===== src/rtl/srfp_pkg.sv =====
`timescale 1ns / 1ps
// ----------------------------------------------------------------------------
// srfp_pkg: shared types and constants of the range frame parser
// Parse phase codes, status codes, register indexes, reset values and the
// word that passes from the input stage to the parse stage.
// ----------------------------------------------------------------------------
package srfp_pkg;

  localparam int DistW = 10;
  localparam int ByteW = 8;
  localparam int CfgIdxW = 8;

  // Parse phase codes
  localparam logic [1:0] PH_WAIT_R = 2'd0;
  localparam logic [1:0] PH_DIGITS = 2'd1;
  localparam logic [1:0] PH_CR     = 2'd2;

  // Result status codes
  localparam logic [1:0] ST_OK  = 2'd0;
  localparam logic [1:0] ST_ERR = 2'd1;
  localparam logic [1:0] ST_NEW = 2'd2;

  // Register indexes
  localparam logic [CfgIdxW-1:0] REG_MIN_DIST = 8'd0;
  localparam logic [CfgIdxW-1:0] REG_MAX_DIST = 8'd1;

  // Reset values
  localparam logic [DistW-1:0] RESET_DIST = 10'd20;
  localparam logic [DistW-1:0] RESET_MIN  = 10'd20;
  localparam logic [DistW-1:0] RESET_MAX  = 10'd800;

  // Frame bytes
  localparam logic [ByteW-1:0] CHAR_R    = 8'h52;
  localparam logic [ByteW-1:0] CHAR_CR   = 8'h0D;
  localparam logic [ByteW-1:0] CHAR_ZERO = 8'h30;
  localparam logic [ByteW-1:0] CHAR_NINE = 8'h39;
  localparam logic [1:0]       FRAME_DIGITS = 2'd3;

  // Word held in the input stage
  typedef struct packed {
    logic             vld;
    logic [ByteW-1:0] rx_byte;
  } srfp_item_t;

endpackage


===== src/rtl/sonar_range_frame_parser_top.sv =====
`timescale 1ns / 1ps
// ----------------------------------------------------------------------------
// sonar_range_frame_parser_top: serial range frame parser
// Takes received bytes of 'R', three ASCII digits and CR frames and gives
// one status word per byte together with the last good distance in cm.
//
// Usage:
//   in_*  : one received byte per word in in_tdata[7:0].
//   out_* : one result word per input byte; status in out_tuser, last
//           valid distance in out_tdata.
//   cfg_* : register writes, index 0 min distance, 1 max distance (cm);
//           other indexes are dropped. cfg_ready is always high.
// The byte waits in the input register, and the parse stage loads the result
// register when it takes the byte. One byte is taken every cycle while the
// result side keeps up. When out_tready is low the result register holds its
// word, the input register fills, and in_tready drops until the result is
// taken.
// Synchronous reset clears both stages, returns the parser to waiting for
// 'R', sets the distance to 20 cm and the limits to 20 and 800 cm.
// ----------------------------------------------------------------------------
module sonar_range_frame_parser_top (
  input  logic                         clk,
  input  logic                         rst_n,
  input  logic                         in_tvalid,
  output logic                         in_tready,
  input  logic [7:0]                   in_tdata,   // [7:0] rx_byte
  output logic                         out_tvalid,
  input  logic                         out_tready,
  output logic [15:0]                  out_tdata,  // [9:0] distance_cm, rest zero
  output logic [1:0]                   out_tuser,  // [1:0] status
  input  logic                         cfg_valid,
  output logic                         cfg_ready,
  input  logic [srfp_pkg::CfgIdxW-1:0] cfg_index,
  input  logic [15:0]                  cfg_data
);
  import srfp_pkg::*;

  logic [DistW-1:0] min_r;
  logic [DistW-1:0] max_r;
  srfp_item_t       item;
  logic             take;
  logic [1:0]       status;
  logic [DistW-1:0] range_cm;

  assign cfg_ready = 1'b1;

  // Limit registers
  always_ff @(posedge clk) begin
    if (!rst_n) begin
      min_r <= RESET_MIN;
      max_r <= RESET_MAX;
    end else if (cfg_valid) begin
      unique case (cfg_index)
        REG_MIN_DIST: min_r <= cfg_data[DistW-1:0];
        REG_MAX_DIST: max_r <= cfg_data[DistW-1:0];
        default: ;
      endcase
    end
  end

  srfp_in_stage u_in (
    .clk       (clk),
    .rst_n     (rst_n),
    .in_tvalid (in_tvalid),
    .in_tready (in_tready),
    .in_tdata  (in_tdata),
    .take      (take),
    .item      (item)
  );

  srfp_parse u_parse (
    .clk        (clk),
    .rst_n      (rst_n),
    .item       (item),
    .take       (take),
    .min_dist   (min_r),
    .max_dist   (max_r),
    .out_tvalid (out_tvalid),
    .out_tready (out_tready),
    .out_status (status),
    .out_dist   (range_cm)
  );

  assign out_tuser = status;
  assign out_tdata = {6'd0, range_cm};

endmodule


===== src/rtl/srfp_in_stage.sv =====
`timescale 1ns / 1ps
// ----------------------------------------------------------------------------
// srfp_in_stage: input register
// Captures one received byte per cycle and holds it until the parse stage
// takes it.
// ----------------------------------------------------------------------------
module srfp_in_stage (
  input  logic                      clk,
  input  logic                      rst_n,
  input  logic                      in_tvalid,
  output logic                      in_tready,
  input  logic [srfp_pkg::ByteW-1:0] in_tdata,
  input  logic                      take,
  output srfp_pkg::srfp_item_t      item
);
  import srfp_pkg::*;

  logic             vld_r;
  logic [ByteW-1:0] byte_r;

  // Accept when empty or when the held word leaves this cycle
  assign in_tready = !vld_r || take;

  // Hold valid flag
  always_ff @(posedge clk) begin
    if (!rst_n) begin
      vld_r <= 1'b0;
    end else if (in_tready) begin
      vld_r <= in_tvalid;
    end
  end

  // Capture payload
  always_ff @(posedge clk) begin
    if (in_tready && in_tvalid) begin
      byte_r <= in_tdata;
    end
  end

  assign item.vld     = vld_r;
  assign item.rx_byte = byte_r;

endmodule


===== src/rtl/srfp_parse.sv =====
`timescale 1ns / 1ps
// ----------------------------------------------------------------------------
// srfp_parse: frame parser and result register
// Advances the frame state on each byte and loads status and last distance
// into the result register.
// ----------------------------------------------------------------------------
module srfp_parse (
  input  logic                       clk,
  input  logic                       rst_n,
  input  srfp_pkg::srfp_item_t       item,
  output logic                       take,
  input  logic [srfp_pkg::DistW-1:0] min_dist,
  input  logic [srfp_pkg::DistW-1:0] max_dist,
  output logic                       out_tvalid,
  input  logic                       out_tready,
  output logic [1:0]                 out_status,
  output logic [srfp_pkg::DistW-1:0] out_dist
);
  import srfp_pkg::*;

  logic [1:0]       phase_r, phase_nxt;
  logic [1:0]       cnt_r, cnt_nxt;
  logic [DistW-1:0] acc_r, acc_nxt;
  logic [DistW-1:0] dist_r, dist_nxt;
  logic [1:0]       status;
  logic             out_v_r;
  logic [1:0]       status_r;
  logic [DistW-1:0] odist_r;
  logic             is_digit;
  logic [DistW-1:0] acc_x10;
  logic [ByteW-1:0] b;

  // Move a word when the result register is free or being drained
  assign take = item.vld && (!out_v_r || out_tready);

  assign b        = item.rx_byte;
  assign is_digit = (b >= CHAR_ZERO) && (b <= CHAR_NINE);
  assign acc_x10  = {acc_r[6:0], 3'b000} + {acc_r[8:0], 1'b0};

  // Next frame state and status
  always_comb begin
    phase_nxt = phase_r;
    cnt_nxt   = cnt_r;
    acc_nxt   = acc_r;
    dist_nxt  = dist_r;
    status    = ST_OK;
    unique case (phase_r)
      PH_DIGITS: begin
        if (!is_digit) begin
          phase_nxt = PH_WAIT_R;
          status    = ST_ERR;
        end else begin
          acc_nxt = acc_x10 + {6'd0, b[3:0]};
          cnt_nxt = cnt_r + 2'd1;
          if (cnt_nxt == FRAME_DIGITS) begin
            phase_nxt = PH_CR;
          end
        end
      end
      PH_CR: begin
        if (b != CHAR_CR || cnt_r != FRAME_DIGITS) begin
          status = ST_ERR;
        end else if (acc_r < min_dist || acc_r > max_dist) begin
          status = ST_ERR;
        end else begin
          dist_nxt = acc_r;
          status   = ST_NEW;
        end
        phase_nxt = PH_WAIT_R;
      end
      default: begin
        // Waiting for the lead byte; the unused code decodes the same way
        cnt_nxt = 2'd0;
        acc_nxt = '0;
        if (b == CHAR_R) begin
          phase_nxt = PH_DIGITS;
        end else begin
          phase_nxt = PH_WAIT_R;
          status    = ST_ERR;
        end
      end
    endcase
  end

  // Advance frame state
  always_ff @(posedge clk) begin
    if (!rst_n) begin
      phase_r <= PH_WAIT_R;
      cnt_r   <= 2'd0;
      acc_r   <= '0;
      dist_r  <= RESET_DIST;
    end else if (take) begin
      phase_r <= phase_nxt;
      cnt_r   <= cnt_nxt;
      acc_r   <= acc_nxt;
      dist_r  <= dist_nxt;
    end
  end

  // Result valid flag
  always_ff @(posedge clk) begin
    if (!rst_n) begin
      out_v_r <= 1'b0;
    end else if (take) begin
      out_v_r <= 1'b1;
    end else if (out_tready) begin
      out_v_r <= 1'b0;
    end
  end

  // Result payload
  always_ff @(posedge clk) begin
    if (take) begin
      status_r <= status;
      odist_r  <= dist_nxt;
    end
  end

  assign out_tvalid = out_v_r;
  assign out_status = status_r;
  assign out_dist   = odist_r;

endmodule


===== config.mk =====
export PLATFORM = sky130hd
export DESIGN_NAME = sonar_range_frame_parser_top
export DESIGN_NICKNAME = d
export VERILOG_FILES = /design/src/rtl/srfp_pkg.sv /design/src/rtl/sonar_range_frame_parser_top.sv /design/src/rtl/srfp_in_stage.sv /design/src/rtl/srfp_parse.sv
export SDC_FILE = /design/constraint.sdc
export NUM_CORES = 1
export LEC_CHECK = 0
export ABC_AREA = 1
export BUFFER_PORTS_ARGS = -buffer_cell sky130_fd_sc_hd__buf_2
export CORE_MARGIN = 1.5
export CORE_UTILIZATION = 50
export DETAILED_ROUTE_END_ITERATION = 7
export HOLD_SLACK_MARGIN = 0.12
export MAX_ROUTING_LAYER = met4
export PLACE_DENSITY = 0.75
export SLEW_MARGIN = 20
export SYNTH_ARGS = -nofsm -noshare
export SYNTH_HDL_FRONTEND = slang
export SYNTH_SLANG_ARGS = --single-unit

===== constraint.sdc =====
create_clock -name clk -period 2.2 [get_ports clk]
set_input_delay 0.33 -clock clk [delete_from_list [all_inputs] [get_ports clk]]
set_output_delay 0.33 -clock clk [all_outputs]
set_load 0.05 [all_outputs]

## Yosys cells after proc, flatten, opt, wreduce, memory -nomap -nowiden

Index checks and enable logic that the tools add are counted.
W data, S select, Z words.

- Add/subtract/negate cells: 3
- Order comparisons: 4
- Equal/unequal tests: 9
- Multiplexer cells: 18
- Bitwise gates (word level): 1
- Reduce and logical (&&, ||, !) cells: 15

Operators with widths:

| kind | number |
|---|---|
| $mux W10 | 4 |
| $pmux W10 S2 | 1 |
| $pmux W2 S2 | 3 |
| $add A10 B10 Y10 | 1 |
| $add A10 B4 Y10 | 1 |
| $gt A10 B10 Y1 | 1 |
| $lt A10 B10 Y1 | 1 |
| $mux W2 | 5 |
| $eq A8 B1 Y1 const B | 1 |
| $eq A8 B7 Y1 const B | 1 |
| $ge A8 B6 Y1 const B | 1 |
| $le A8 B6 Y1 const B | 1 |
| $logic_not A8 Y1 | 1 |
| $ne A8 B4 Y1 const B | 1 |
| $reduce_and A2 Y1 | 3 |
| $mux W1 | 5 |
| $eq A2 B2 Y1 const B | 2 |
| $logic_or A1 B1 Y1 | 4 |
| $logic_and A1 B1 Y1 | 3 |
| $ne A3 B3 Y1 const B | 1 |
| $reduce_and A3 Y1 | 1 |
| $add A2 B1 Y2 const B | 1 |
| $eq A2 B1 Y1 const B | 1 |
| $logic_not A1 Y1 | 2 |
| 4 further kinds | 4 |

- Register bits: 66
- Bits of input ports: 37
- Output and inout bits: 21
- Logic and storage cells: 61

## Logic depth before layout (Yosys ltp)

- Word-level depth: 5
- Mapped depth: 16

## Cells and area by module

Synthesis repeated with hierarchy kept, for this count alone.

- Cell total of the unflattened synthesis: 506
- Area total of the unflattened synthesis: 3920.0 µm²

Modules (own cells, without submodules):

| module | instances | cells each | area an instance (µm²) | sequential area each (µm²) |
|---|---|---|---|---|
| srfp_parse | 1 | 355 | 2662.6 | 860.8 |
| sonar_range_frame_parser_top | 1 | 135 | 958.4 | 400.4 |
| srfp_in_stage | 1 | 16 | 299.0 | 260.2 |

## Least setup slack after synthesis

OpenSTA, ideal clock, no wires.

- Path kind: reg2reg
- Start: register u_in.byte_r[3]
- End: register u_parse.acc_r[8]
- Library setup time: 0.132 ns
- Data arrival time: 2.192 ns
- Setup slack: -0.124 ns
- Cell stages (with the launch flop): 13
- Path buffers: 0
- Clock period less this slack: 2.324 ns
- Cells stage by stage: edfxtp_1 > fa_1 > inv_1 > fa_1 > inv_1 > nand3_1 > nand2_1 > nand2_1 > nand2_1 > a21oi_1 > or2_2 > nand3_1 > a21oi_1

- Word-level cells in the longest chain between the ends: 4
- Elaborated cells on any way between the ends: 8

RTL lines:

| what | line | text |
|---|---|---|
| from (decl) | srfp_in_stage.sv:19 | `logic [ByteW-1:0] byte_r;` |
| from (signal assigned) | srfp_in_stage.sv:36 | `byte_r <= in_tdata;` |
| $ge A8 B6 Y1 or $le A8 B6 Y1 (tied branches) | srfp_parse.sv:37 | `assign is_digit = (b >= CHAR_ZERO) && (b <= CHAR_NINE);` |
| $logic_and A1 B1 Y1 | srfp_parse.sv:37 |  |
| $ne A2 B1 Y1 (no source line) | -- |  |
| $reduce_and A3 Y1 (no source line) | -- |  |
| to (signal assigned) | srfp_parse.sv:95 | `acc_r <= acc_nxt;` |
| to (decl) | srfp_parse.sv:23 | `logic [DistW-1:0] acc_r, acc_nxt;` |

Parallel ways exist; a longest one is shown, timed or not. The select of a mux whose other input is x is not followed.
A chain may end at the register's enable or synchronous reset.

## Worst setup path in the final report

Ends and elaborated chain as after synthesis.

==> implementation parameters <==
Parameter                              Value

Yosys
  Netlist area before placement ... between 3000 and 4000 um2
  Part of the Yosys area used for sequential elements ... between 40% and 50%
  FF+latch count, synth ... 66
  Avg Synthesized Cell Area ... 8.29 um2
  Number of warning messages in the yosys log ... 0
  EDFF count, synth ... 20
  Main area contributors after synthesis ... dfxtp_1, edfxtp_1, ha_1
  Top-area cell type share of the netlist area ... about a quarter
  Primary FF master, synth ... dfxtp_1
  Count of different cell masters after synthesis ... between 40 and 50
  Yosys top cell by area ... dfxtp_1
  Number of instances in the synthesized netlist ... 446
  Proportion of register bits with asynchronous set or reset after synthesis ... 0%

Timing
  Final worst path period share ... 102%
  Max-slew violation total from the final report ... 0
  Worst Slack Setup Final ... -0.0516 ns
  Worst clock skew on the final layout ... a little over 0.007 ns
  Final Hold Vio Count ... 0
  Minimum hold slack ... 0.151 ns
  Total negative slack for setup checks ... -0.0664 ns
  Slew at the pin closest to its max-slew limit ... 0.814 ns
  Max Clk Rate ... 0.444 GHz
  Headroom to the max-slew limit ... around 46%
  Minimum clock period ... 2.25 ns
  Setup-failing EPs final ... 2
  Setup repair after global routing missed its margin ... yes

Detailed routing
  Number of iterations in the first detailed-routing pass ... 4
  Drt via density ... roughly 5.0
  Via count of the routed design ... 3029
  Iteration-0 DRC Markers ... between 100 and 150
  Post-Route WL ... 7310 um
  Post-DRT Antenna Nets ... 0
  Average detailed-routed wire length per instance ... approximately 12 um
  Post-detailed-route DRC marker count ... 0

Clock network
  Maximum root-to-sink buffer count ... 2
  Clock Pin Slew Worst Setup and Hold Paths ... 0.07 ns
  TritonCTS Buffers ... 9
  Root Buffer ... clkbuf_8
  Clock sink total ... 66
  Source-to-sink clock delay at the later pin of the worst-skew pair ... 0.35 ns
  Number of levels in the clock H-tree ... 3
  Clock tree from TritonCTS ... built

Floorplanning
  Boundary Pins ... between 50 and 60
  Area of the core ... between 7000 and 8000 um2
  Area of the die ... between 7000 and 8000 um2
  Site row count ... 31
  Starting Density ... around half
  X dimension of the die ... between 80 and 90 um
  Overall die height ... ~89 um

Cells and area
  Final Net Count ... just under 600
  Layout fillers ... approximately 640
  Ratio of cells with drive above 1 in the final layout ... approximately 24%
  ANT cells ... 0
  Storage cell area ... 1520 um2
  Multi-input gate area ... ~1900 um2
  Area growth from synthesis to layout ... 18.3%
  Final cell utilization of the core ... 60.6%

Setup path
  Signal arrival time at the worst endpoint ... 2.45 ns
  Category of the most critical setup path ... reg2reg
  Worst R2R Start ... u_in.byte_r[3]
  Data required time of the critical path ... 2.40 ns
  Kind of start point of the critical path ... register
  Peak fanout along the critical path ... 3
  Start point of the critical path ... u_in.byte_r[3]
  Nature of the critical path endpoint ... register

Global routing
  Via count of the first global-routing pass ... roughly 2800
  Overflow after GRT ... 0
  Largest net degree at the start of global routing ... 27
  Total global-route track usage ... 21.0%
  Number of antenna violations at the first check in global routing ... 0
  First-pass GRT wire length ... around 12000 um

Placed design
  IO Port Bufs ... 44
  Detailed placement HPWL ... around 5300 um
  Worst slack after detailed placement ... -0.0833 ns
  Weighted congestion reported at the end of routability-driven placement ... between 0.8 and 0.9

Power
  Total power divided by cell area ... ~660 nW/um2
  Total chip power ... about 2.9 mW
  Leakage power figure ... 2.11 nW
  Worst vdd ir ... 0.000382 V

Hold path
  Worst hold start ... in_tdata[1]
  Kind of path behind the tightest hold check ... in2reg

Run status
  Violations in the final reports ... setup timing
  Status ... finished with violations

Run
  Max-cap violations ... 0
==> registers in the layout, summed over array words and instances, names as in the netlist <==
| register | count |
|---|---|
| u_in.byte_r | 8 |
| u_parse.dist_r | 10 |
| min_r | 10 |
| u_parse.acc_r | 10 |
| u_in.vld_r | 1 |
| u_parse.out_dist | 10 |
| u_parse.out_status | 2 |
| u_parse.cnt_r | 2 |
| max_r | 10 |
| u_parse.phase_r | 2 |
| u_parse.out_tvalid | 1 |
==> cell type report <==
| type | count | share of cell area [%] |
|---|---|---|
| timing repair buffer | 60 | 8.06 |
| clock buffer | 10 | 3.15 |
| tap | 99 | 2.83 |
| inverter | 65 | 5.69 |
| sequential | 66 | 34.8 |
| multi-input combinational | 302 | 42.9 |
| clock inverter | 6 | 2.57 |
==> final timing paths <==
| check | end | slack, ns | depth (start not counted) |
|---|---|---|---|
| hold / removal | u_in.byte_r[1] | 0.15 | 1 |
| hold reg to reg | min_r[9] | 0.47 | 2 |
| setup reg to reg | u_parse.acc_r[8] | -0.05 | 12 |
| setup / recovery | u_parse.acc_r[8] | -0.05 | 12 |
==> stage by stage <==
stage | instances | area, um2
2_1_floorplan | 451 | 3720
5_1_grt | 608 | 4380
6_report | 608 | 4380
3_3_place_gp | 589 | 4040
3_5_place_dp | 589 | 4040
4_1_cts | 607 | 4330
==> layout by cell type (no fill, tap or decap), drive strengths merged <==
cell type and n:
nor4 1, xor2 1, nand3 28, conb 7, xnor2 2, and2 1, ha 37, buf 60
o21a 2, dfxtp 46, edfxtp 20, clkbuf 10, a21oi 40, nor3 2, or2 7, o211ai 5
nand4 13, fa 2, inv 65, nand2 96, o21bai 1, nor2 35, a21o 2, o21ai 18
a31oi 1, bufinv 3, clkinv 3, a211oi 1
==> power breakdown <==
group / internal [mW] / switching (mW) / leakage, nW / total (mW)
clock network: 0.787 / 0.488 / 0.127 / 1.28
logic: 0.0867 / 0.188 / 1.42 / 0.275
registers: 1.30 / 0.0199 / 0.563 / 1.32
total: 2.17 / 0.697 / 2.11 / 2.87
==> synth_stat cells, types with 3 or more instances <==
library cell  count
nand2_1          83
inv_1            61
dfxtp_1          46
a21oi_1          40
ha_1             37
nor2_1           31
nand3_1          25
edfxtp_1         20
o21ai_0          17
nand4_1          13
nand2_2          11
buf_4             7
o211ai_1          5
or2_2             5
clkbuf_1          4
buf_2             3
inv_2             3
==> kinds of logic after synthesis <==
group / after synthesis / synth area share (%)
simple gates: 183 / 23.8
buf+inv: 83 / 10.3
compound gates: 70 / 10.3
flops: 66 / 41.2
fa+ha+maj: 39 / 13.6
xor+xnor: 3 / 0.711
other cells: 2 / 0.203
==> worst max-delay path: stages (launching register included) <==
cell and delay (ns):
edfxtp_1 0.42, fa_1 0.57, inv_2 0.05, fa_2 0.33, inv_2 0.08, nand3_2 0.06
nand2_2 0.07, nand2_2 0.06, nand2_2 0.06, a21oi_2 0.06, or2_4 0.23, nand3_2 0.06
a21oi_2 0.05
==> routing by layer <==
| layer | share of wire, % | vias up | routed length, um | global-route usage (%) |
|---|---|---|---|---|
| li1 | - | 1571 | - | - |
| met4 | 1.9 | 0 | 136 | 10.3 |
| met5 | 0 | - | 0 | - |
| met3 | 3.5 | 18 | 258 | 4.62 |
| met1 | 46 | 1382 | 3360 | 23.9 |
| met2 | 49 | 58 | 3550 | 34.9 |
==> repair_timing <==
action	in CTS	in global routing
resized for setup	7	9
pin swaps	6	6
hold buffers	0	0
endpoints found under the setup margin	1	8
setup buffers	2	1
(Power assumes the default switching activity.)
